**src/sv/efsa_pkg.sv**
```systemverilog
`default_nettype none
package efsa_pkg;

  localparam int DUR_W     = 16;
  localparam int CNT_W     = 5;
  localparam int SRV_W     = 5;
  localparam int OUT_W     = 16;
  localparam logic [CNT_W-1:0] CNT_RESET = 5'd16;

  typedef enum logic [3:0] {
    S_IDLE  = 4'b0001,
    S_SCAN1 = 4'b0010,
    S_SCAN2 = 4'b0100,
    S_DONE  = 4'b1000
  } state_t;

  // Broadcast command to every cell.
  typedef struct packed {
    logic clr;
    logic wr;
  } cmd_t;

  // Scan token travelling down the chain.
  typedef struct packed {
    logic tok;
    logic have;
  } link_t;

endpackage
`default_nettype wire

```
**src/sv/efsa_cell.sv**
```systemverilog
`default_nettype none
module efsa_cell #(
  parameter int TIME_BITS = 48,
  parameter int IW        = 4,
  parameter int INDEX     = 0
) (
  input  wire                  clk,
  input  wire                  rst,
  input  wire                  active,
  input  efsa_pkg::cmd_t       cmd,
  input  wire [IW-1:0]         wr_idx,
  input  wire [TIME_BITS-1:0]  wr_val,
  input  efsa_pkg::link_t      link_in,
  input  wire [TIME_BITS-1:0]  val_in,
  input  wire [IW-1:0]         idx_in,
  output efsa_pkg::link_t      link_out,
  output logic [TIME_BITS-1:0] val_out,
  output logic [IW-1:0]        idx_out
);
  import efsa_pkg::*;

  logic [TIME_BITS-1:0] free_time;
  logic                 take;

  // Strict compare keeps the lower index on equal times.
  assign take = active && (!link_in.have || (free_time < val_in));

  always_ff @(posedge clk) begin
    if (rst) begin
      free_time <= '0;
    end else if (cmd.clr) begin
      free_time <= '0;
    end else if (cmd.wr && (wr_idx == IW'(INDEX))) begin
      free_time <= wr_val;
    end
  end

  always_ff @(posedge clk) begin
    if (rst) begin
      link_out <= '0;
    end else begin
      link_out.tok  <= link_in.tok;
      link_out.have <= link_in.have || active;
    end
  end

  always_ff @(posedge clk) begin
    if (take) begin
      val_out <= free_time;
      idx_out <= IW'(INDEX);
    end else begin
      val_out <= val_in;
      idx_out <= idx_in;
    end
  end

endmodule
`default_nettype wire

```
**src/sv/earliest_free_server_assign.sv**
```systemverilog
// Clear request: the FSM goes from idle to the done state, which stages the result for output.
// Serve request: two chain scans, then the done state stages the result for output.
// One request at a time; the next is accepted once the result is staged for output.
// The result register lets a new request be accepted while a result waits.
// Synchronous active-high reset zeroes all free times and sets server_count to 16.
`default_nettype none
module earliest_free_server_assign #(
  parameter int MAX_SERVERS = 16,
  parameter int TIME_BITS   = 48
) (
  input  wire                          clk,
  input  wire                          rst,
  input  wire                          cfg_valid,
  output logic                         cfg_ready,
  input  wire [efsa_pkg::CNT_W-1:0]    cfg_data,    // server_count
  input  wire                          s_axis_tvalid,
  output logic                         s_axis_tready,
  input  wire [efsa_pkg::DUR_W-1:0]    s_axis_tdata, // [15:0] service_time
  input  wire                          s_axis_tuser, // [0] func
  output logic                         m_axis_tvalid,
  input  wire                          m_axis_tready,
  output logic [efsa_pkg::OUT_W-1:0]   m_axis_tdata  // [4:0] served_by, [9:5] next_server,
                                                     // [10] saturated, [15:11] zero
);
  import efsa_pkg::*;

  localparam int IW = (MAX_SERVERS > 1) ? $clog2(MAX_SERVERS) : 1;

  logic [CNT_W-1:0]     server_count;
  state_t               state;
  logic                 start;
  logic [DUR_W-1:0]     dur;
  logic [SRV_W-1:0]     res_served;
  logic [SRV_W-1:0]     res_next;
  logic                 res_sat;

  link_t                link [0:MAX_SERVERS];
  logic [TIME_BITS-1:0] vals [0:MAX_SERVERS];
  logic [IW-1:0]        idxs [0:MAX_SERVERS];
  logic [MAX_SERVERS-1:0] active;

  cmd_t                 cmd;
  logic                 end_tok;
  logic [TIME_BITS:0]   sum;
  logic [TIME_BITS-1:0] upd;
  logic [IW:0]          idx_p1;
  logic                 accept;

  assign cfg_ready     = 1'b1;
  assign s_axis_tready = (state == S_IDLE);
  assign accept        = s_axis_tvalid && s_axis_tready;

  assign link[0].tok  = start;
  assign link[0].have = 1'b0;
  assign vals[0]      = '0;
  assign idxs[0]      = '0;

  assign end_tok = link[MAX_SERVERS].tok;
  assign sum     = {1'b0, vals[MAX_SERVERS]} + (TIME_BITS+1)'(dur);
  assign upd     = sum[TIME_BITS] ? {TIME_BITS{1'b1}} : sum[TIME_BITS-1:0];
  assign idx_p1  = {1'b0, idxs[MAX_SERVERS]} + (IW+1)'(1);

  assign cmd.clr = accept && !s_axis_tuser;
  assign cmd.wr  = (state == S_SCAN1) && end_tok;

  genvar g;
  generate
    for (g = 0; g < MAX_SERVERS; g++) begin : g_cell
      // A count of zero still leaves the first server active.
      assign active[g] = (g == 0) || (32'(server_count) > g);

      efsa_cell #(
        .TIME_BITS (TIME_BITS),
        .IW        (IW),
        .INDEX     (g)
      ) u_cell (
        .clk      (clk),
        .rst      (rst),
        .active   (active[g]),
        .cmd      (cmd),
        .wr_idx   (idxs[MAX_SERVERS]),
        .wr_val   (upd),
        .link_in  (link[g]),
        .val_in   (vals[g]),
        .idx_in   (idxs[g]),
        .link_out (link[g+1]),
        .val_out  (vals[g+1]),
        .idx_out  (idxs[g+1])
      );
    end
  endgenerate

  always_ff @(posedge clk) begin
    if (rst) begin
      server_count <= CNT_RESET;
    end else if (cfg_valid && cfg_ready) begin
      server_count <= cfg_data;
    end
  end

  always_ff @(posedge clk) begin
    if (rst) begin
      state         <= S_IDLE;
      start         <= 1'b0;
      m_axis_tvalid <= 1'b0;
    end else begin
      start <= 1'b0;
      if (m_axis_tvalid && m_axis_tready) begin
        m_axis_tvalid <= 1'b0;
      end
      case (state)
        S_IDLE: begin
          if (accept) begin
            if (s_axis_tuser) begin
              start <= 1'b1;
              state <= S_SCAN1;
            end else begin
              state <= S_DONE;
            end
          end
        end
        S_SCAN1: begin
          // The winner is written at this edge; the second scan sees it.
          if (end_tok) begin
            start <= 1'b1;
            state <= S_SCAN2;
          end
        end
        S_SCAN2: begin
          if (end_tok) begin
            state <= S_DONE;
          end
        end
        S_DONE: begin
          if (!m_axis_tvalid || m_axis_tready) begin
            m_axis_tvalid <= 1'b1;
            state         <= S_IDLE;
          end
        end
        default: begin
          state <= S_IDLE;
        end
      endcase
    end
  end

  always_ff @(posedge clk) begin
    if (accept) begin
      dur <= s_axis_tdata;
      if (!s_axis_tuser) begin
        res_served <= '0;
        res_next   <= SRV_W'(1);
        res_sat    <= 1'b0;
      end
    end
    if ((state == S_SCAN1) && end_tok) begin
      res_served <= SRV_W'(idx_p1);
      res_sat    <= &upd;
    end
    if ((state == S_SCAN2) && end_tok) begin
      res_next <= SRV_W'(idx_p1);
    end
    if ((state == S_DONE) && (!m_axis_tvalid || m_axis_tready)) begin
      m_axis_tdata <= {5'b0, res_sat, res_next, res_served};
    end
  end

endmodule
`default_nettype wire

```
**config.mk**
```make
export PLATFORM = sky130hd
export DESIGN_NAME = earliest_free_server_assign
export DESIGN_NICKNAME = d
export VERILOG_FILES = /design/src/sv/efsa_pkg.sv /design/src/sv/efsa_cell.sv /design/src/sv/earliest_free_server_assign.sv
export SDC_FILE = /design/constraint.sdc
export NUM_CORES = 2
export LEC_CHECK = 0
export BUFFER_PORTS_ARGS = -buffer_cell sky130_fd_sc_hd__clkbuf_2
export CAP_MARGIN = 10
export CORE_MARGIN = 5
export CORE_UTILIZATION = 35
export CTS_BUF_LIST = sky130_fd_sc_hd__clkbuf_8
export CTS_CLUSTER_DIAMETER = 30
export CTS_CLUSTER_SIZE = 24
export DETAILED_ROUTE_END_ITERATION = 8
export PLACE_DENSITY_LB_ADDON = 0.25
export REMOVE_ABC_BUFFERS = 1
export SKIP_LAST_GASP = 1
export SLEW_MARGIN = 20
export SYNTH_ARGS = -nofsm -noshare
export SYNTH_HDL_FRONTEND = slang
export SYNTH_SLANG_ARGS = --single-unit
```
**constraint.sdc**
```tcl
create_clock -name clk -period 3.6 [get_ports clk]
set_input_delay 1.08 -clock clk [delete_from_list [all_inputs] [get_ports clk]]
set_output_delay 1.08 -clock clk [all_outputs]
set_load 0.05 [all_outputs]
```
Word level (Yosys, flattened, before mapping)
Cells that the tools add are included.

cells by class
  add/sub/neg operators = 2
  reduce and logical (&&, ||, !) cells = 92
  equal/unequal tests = 25
  $lt $le $gt $ge = 30
  mux-type cells = 40

operator list
  cell                   number
  $mux W48               16
  $lt A48 B48 Y1         15
  $add A48 B16 Y49       1
  $reduce_and A48 Y1     1
  $gt A5 B4 Y1 const B   8
  $logic_and A1 B1 Y1    37
  $eq A4 B4 Y1 const B   9
  $logic_or A1 B1 Y1     30
  $mux W5                6
  $eq A4 B3 Y1 const B   5
  $gt A5 B3 Y1 const B   4
  $mux W4                5
  $logic_not A1 Y1       17
  $pmux W4 S4            1
  $eq A4 B2 Y1 const B   3
  $mux W1                11
  $gt A5 B2 Y1 const B   2
  $ne A2 B1 Y1 const B   5
  $eq A4 B1 Y1 const B   2
  $add A4 B1 Y5 const B  1
  $gt A5 B1 Y1 const B   1
  $logic_not A4 Y1       1
  $reduce_and A2 Y1      2
  $reduce_and A4 Y1      1
  4 further kinds        5

storage, ports and cells
  input bits = 27
  word-level logic and storage cells = 276
  flip-flop bits (word level) = 1665
  output and inout port bits = 19

Logic depth before layout (Yosys ltp)
  word-level depth = 4
  depth in mapped cells = 13
  depth with buffers taken out = 11

Cells and area by module
A second synthesis with hierarchy kept.

unflattened totals
  cell total of the unflattened synthesis = 8495
  area, all modules = 77162.8 um^2

modules (own cells, without submodules)
  module                              area each (um^2)  times used  cells an instance  seq. area each (um^2)
  efsa_cell at g_cell[10].u_cell ...  4561.9            8           500                2042.0
  efsa_cell at g_cell[0].u_cell ...   4559.4            3           500                2042.0
  efsa_cell at g_cell[11].u_cell ...  4564.4            2           500                2042.0
  efsa_cell at g_cell[13].u_cell ...  4561.9            2           501                2042.0
  efsa_cell at g_cell[15].u_cell      4560.6            1           500                2042.0
  earliest_free_server_assign         4176.5            1           493                1361.3

Worst setup path after synthesis
Ideal clock, no wire load.

  path type = register to register
  start = reg state[1]
  end = reg g_cell[0].u_cell.free_time[20]
  path buffers = 4
  library setup time = 0.128 ns
  stages on the path, launching flop included = 10
  setup slack = 0.001 ns
  period minus slack after synthesis = 3.599 ns
  data arrival time = 3.471 ns
  required time = 3.472 ns
  cells stage by stage = dfxtp_1 -> clkbuf_1 -> nor3_1 -> and2_1 -> nand2b_1 -> nand2_1 -> clkbuf_1 -> clkbuf_1 -> clkbuf_1 -> nor2_1

on the way
  word-level cells in the longest chain between the ends = 4
  elaborated cells between the ends (all ways) = 7
  those cells by class = eq/ne (2); reduce/logical (5)

RTL lines
  item                               line                                source
  start: declaration                 earliest_free_server_assign.sv:30   state_t state;
  start signal: assignment           earliest_free_server_assign.sv:103  state <= S_IDLE;
  start signal: assignment           earliest_free_server_assign.sv:116  state <= S_SCAN1;
  start signal: assignment           earliest_free_server_assign.sv:118  state <= S_DONE;
  $eq A4 B1 Y1                       earliest_free_server_assign.sv:50   assign s_axis_tready = (state == S_IDLE);
  net s_axis_tready                  earliest_free_server_assign.sv:17   output logic s_axis_tready,
  $logic_and A1 B1 Y1                earliest_free_server_assign.sv:51   assign accept = s_axis_tvalid && s_axis_tready;
  net accept                         earliest_free_server_assign.sv:47   logic accept;
  $logic_and A1 B1 Y1                earliest_free_server_assign.sv:63   assign cmd.clr = accept && !s_axis_tuser;
  $reduce_or A2 Y1 (no source line)  n/a
  end signal: assignment             efsa_cell.sv:34                     free_time <= wr_val;
  end: declaration                   efsa_cell.sv:22                     logic [TIME_BITS-1:0] free_time;

The timed path passes the listed nets, and every way through them passes these cells.
A chain may end at the register's enable or synchronous reset.

Worst setup path in the final report
  start = reg g_cell[8].u_cell.val_out[9]
  end = reg g_cell[9].u_cell.val_out[14]

on the way
  word-level cells in the longest chain between the ends = 4

RTL lines
  item                      line             source
  start: declaration        efsa_cell.sv:17  output logic [TIME_BITS-1:0] val_out,
  start signal: assignment  efsa_cell.sv:49  val_out <= free_time;
  start signal: assignment  efsa_cell.sv:52  val_out <= val_in;
  $lt A48 B48 Y1            efsa_cell.sv:26  assign take = active && (!link_in.have || (free_time < val_in));
  $logic_or A1 B1 Y1        efsa_cell.sv:26
  $logic_and A1 B1 Y1       efsa_cell.sv:26
  $mux W48                  efsa_cell.sv:48  if (take) begin
  end signal: assignment    efsa_cell.sv:49
  end signal: assignment    efsa_cell.sv:52
  end: declaration          efsa_cell.sv:17

Every way passes these cells.

==> run metrics <==
outcome finished, final reports clean; post-synthesis simple-gate area fraction 14.1%; total routed wirelength 212 mm; register area share after synthesis 42.4%; Mapped Area 79400 um2; Avg WL per Cell 17.5 um; Power Dens Cells 490 nW/um2; delay-heaviest family, CP compound AO/OA/AOI/OAI gates; post-synthesis cell type count 87; leakage power 37.4 nW; maxcap violations 0; Finished Layout Cells 12132; share of Yosys cell area claimed by the top area cell type 41.0%; Worst Clk Skew 59.7 ps; unrepaired setup endpoints after global routing yes; FF-to-FF Start g_cell[8].u_cell.val_out[9]; Worst EP arrival 4370 ps; Least-Margin Pin Slew 1060 ps; Placed Cells 11451; setup violators final 0; layout cell share with drive strength beyond 1 16.6%; Synth Flop Type dfxtp_1; Detail Route Antenna Nets 0; buffers added on ports 39; HP Class in2reg; M2 GR Usage 28.8%; hold_sp s_axis_tdata[7]; CP cell instances inv_1 > ha_1 > a21o_1 > a21o_1 > a21oi_1 > o21ai_0 > a21o_1 > a21oi_2 > o22ai_2 > buf_4 > a211oi_4 > clkbuf_16 > mux2_4; Post-synth EDFFs 38; most common cell in the netlist dfxtp_1; XOR/XNOR share of the synthesized area 0.309%; Period Utilization, post-route 97.6%; Synth Register Bits 1665; vias in the first global route 60398; FILL cells 21823; cell count after synthesis 8680; Hold Vio Cnt, Final 0; Slowest-stage cell, CP a211oi_4; CTS sink cnt 1665; clock buffer depth 4; Synth Area per Inst 9.15 um2; Ys Warns 0; placed wire-length estimate 149 mm; Critical Path Start g_cell[8].u_cell.val_out[9]; # IOs 46; largest family of logic cells by synthesized area compound AO/OA/AOI/OAI gates; Min Hold Slack 247 ps; largest net degree at the start of global routing 115; Worst EP required 4450 ps; first-pass GRT wire length 332 mm; Total GRT Usage 17.2%; most frequent cells after synthesis dfxtp_1 (1627), nor2_1 (949), inv_1 (741); Cell Rows 174; most used cell, CP a21o_1; routing usage on met3 2.56%; Area Overhead vs Synth 18.9%; Sequential cell area 33700 um2; Die X 486 um; Buf/Inv on CP 3; post-synth top area cell dfxtp_1; most used routing layer met2; clk_lat worst skew 1010 ps; Synth Area in Compound Gates 16.8%; CP max FO 7; ranking of synthesized cells by area dfxtp_1 (41%), ha_1 (11%), a211oi_1 (6.1%), mux2_2 (4.6%), nor2_1 (4.5%); routed via count divided by cell count 5.12; H-tree levels 5; drt first pass iters 5; TritonCTS clock tree yes; DP Worst Slack -441 ps; remaining global-route overflow 0; critical path capture point type flop; Die Ht 486 um; Starting Density 35.3%; asr flop ratio synth 0%; Max VDD drop 0.000367 V; final worst slack 85.1 ps; initial antenna violation count 4; Slew Limit Fails 0; Hold-fix buffers, CTS 0; minimum clock period 3510 ps; Core ar. 225000 um2; die area 237000 um2; number of buffers created by CTS 374; clk root buf clkbuf_8; initial drt markers 3405; area of the multi-input gates 41300 um2; critical path type reg2reg; Adder-Cell Fraction of Synth Area 11.4%; mux contribution to synthesized area 8.46%; GR Layer Usage met1 22.2%; vias 62120; Worst setup SP type flop; max frequency 285 MHz; Clock transition at path regs 60 ps; Final #Nets 9602; Post-route DRC 0; max_slew headroom 29.2%; slowest stage delay, CP 790 ps; GP Congestion 0.852
==> power by group <==
group | internal, mW | leakage (nW) | switching (mW)
clock network | 16.0 | 4.63 | 9.08
registers | 18.7 | 13.5 | 0.135
logic | 0.792 | 19.3 | 1.64
total | 35.5 | 37.4 | 10.9
==> flip-flops by register name (all words and copies together), names as in the netlist <==
signal and count:
g_cell.u_cell.link_out 31, res_next 5, dur 16, m_axis_tdata 11, res_sat 1, start 1, g_cell.u_cell.free_time 768, state 4
server_count 5, g_cell.u_cell.idx_out 49, res_served 5, m_axis_tvalid 1, g_cell.u_cell.val_out 768
==> cell usage in the layout, fill, tap and decap left out, types with 66 or more instances in the layout <==
master | Yosys | routed
dfxtp_1 | 1627 | 1615
ha_1 | 725 | 718
nand2_1 | 622 | 621
a211oi_1 | 650 | 646
nand4_1 | 139 | 139
clkbuf_8 | 0 | 440
a31oi_1 | 109 | 106
nand3_1 | 197 | 196
a21o_1 | 246 | 246
o311ai_0 | 145 | 144
and2_1 | 82 | 67
a21oi_1 | 342 | 335
mux2_2 | 325 | 325
o21ai_0 | 206 | 200
buf_4 | 13 | 225
bufinv_16 | 0 | 66
nand3b_1 | 99 | 99
nor2_1 | 949 | 930
mux2_1 | 165 | 165
inv_1 | 741 | 770
buf_12 | 0 | 92
==> final cells by class <==
cell class | count | share of cell area [%]
diodes | 7 | 0.0185
multi-input cells | 5702 | 43.7
inverters | 741 | 2.94
clock inverters | 220 | 3.11
clock buffers | 440 | 6.41
well taps | 2992 | 3.96
flip-flops and latches | 1665 | 35.7
repair buffers | 365 | 4.14
==> metrics by stage <==
stage / setup TNS [ps] / utilization, % / area [um2] / total power [mW]
4_1_cts: 0 / 41.7 / 94000 / 46.9
3_5_place_dp: -441 / 37.7 / 85000 / 21.5
3_3_place_gp: -701 / 37.7 / 85000 / 21.5
2_1_floorplan: - / - / 77100 / 20.4
6_report: 0 / 41.9 / 94500 / 46.3
5_1_grt: -34.5 / 41.9 / 94500 / 48.1
==> path summary, 6_finish.rpt <==
kind / slack, ps / cells after the start / end
setup / recovery: 90 / 13 / g_cell[9].u_cell.val_out[14]
hold / removal: 250 / 1 / dur[7]
setup reg to reg: 90 / 13 / g_cell[9].u_cell.val_out[14]
hold reg to reg: 330 / 0 / g_cell[0].u_cell.val_out[17]
==> metal layers <==
layer / up-vias / routed length [um]
met1: 29236 / 97300
li1: 31165 / -
met2: 1239 / 98600
met5: - / 13
met3: 478 / 8050
met4: 2 / 8210
==> what timing repair did <==
item                                    in CTS  in global routing
cloned                                       0                  7
pin swaps                                    6                 29
gates resized for setup                      8                 49
setup buffers                                1                  7
endpoints found under the setup margin       1                216
==> logic make-up (layout without fill, tap and decap cells) <==
group	Yosys count	in the layout
buffers and inverters	1317	1766
AO/OA/AOI/OAI	1925	1925
other	2	13
multiplexers	589	589
AND/OR/NAND/NOR	2428	2428
flip-flops	1665	1665
XOR/XNOR	28	28
adder cells (fa/ha/maj)	726	726
Note: power is estimated with default switching activity, not from simulation.
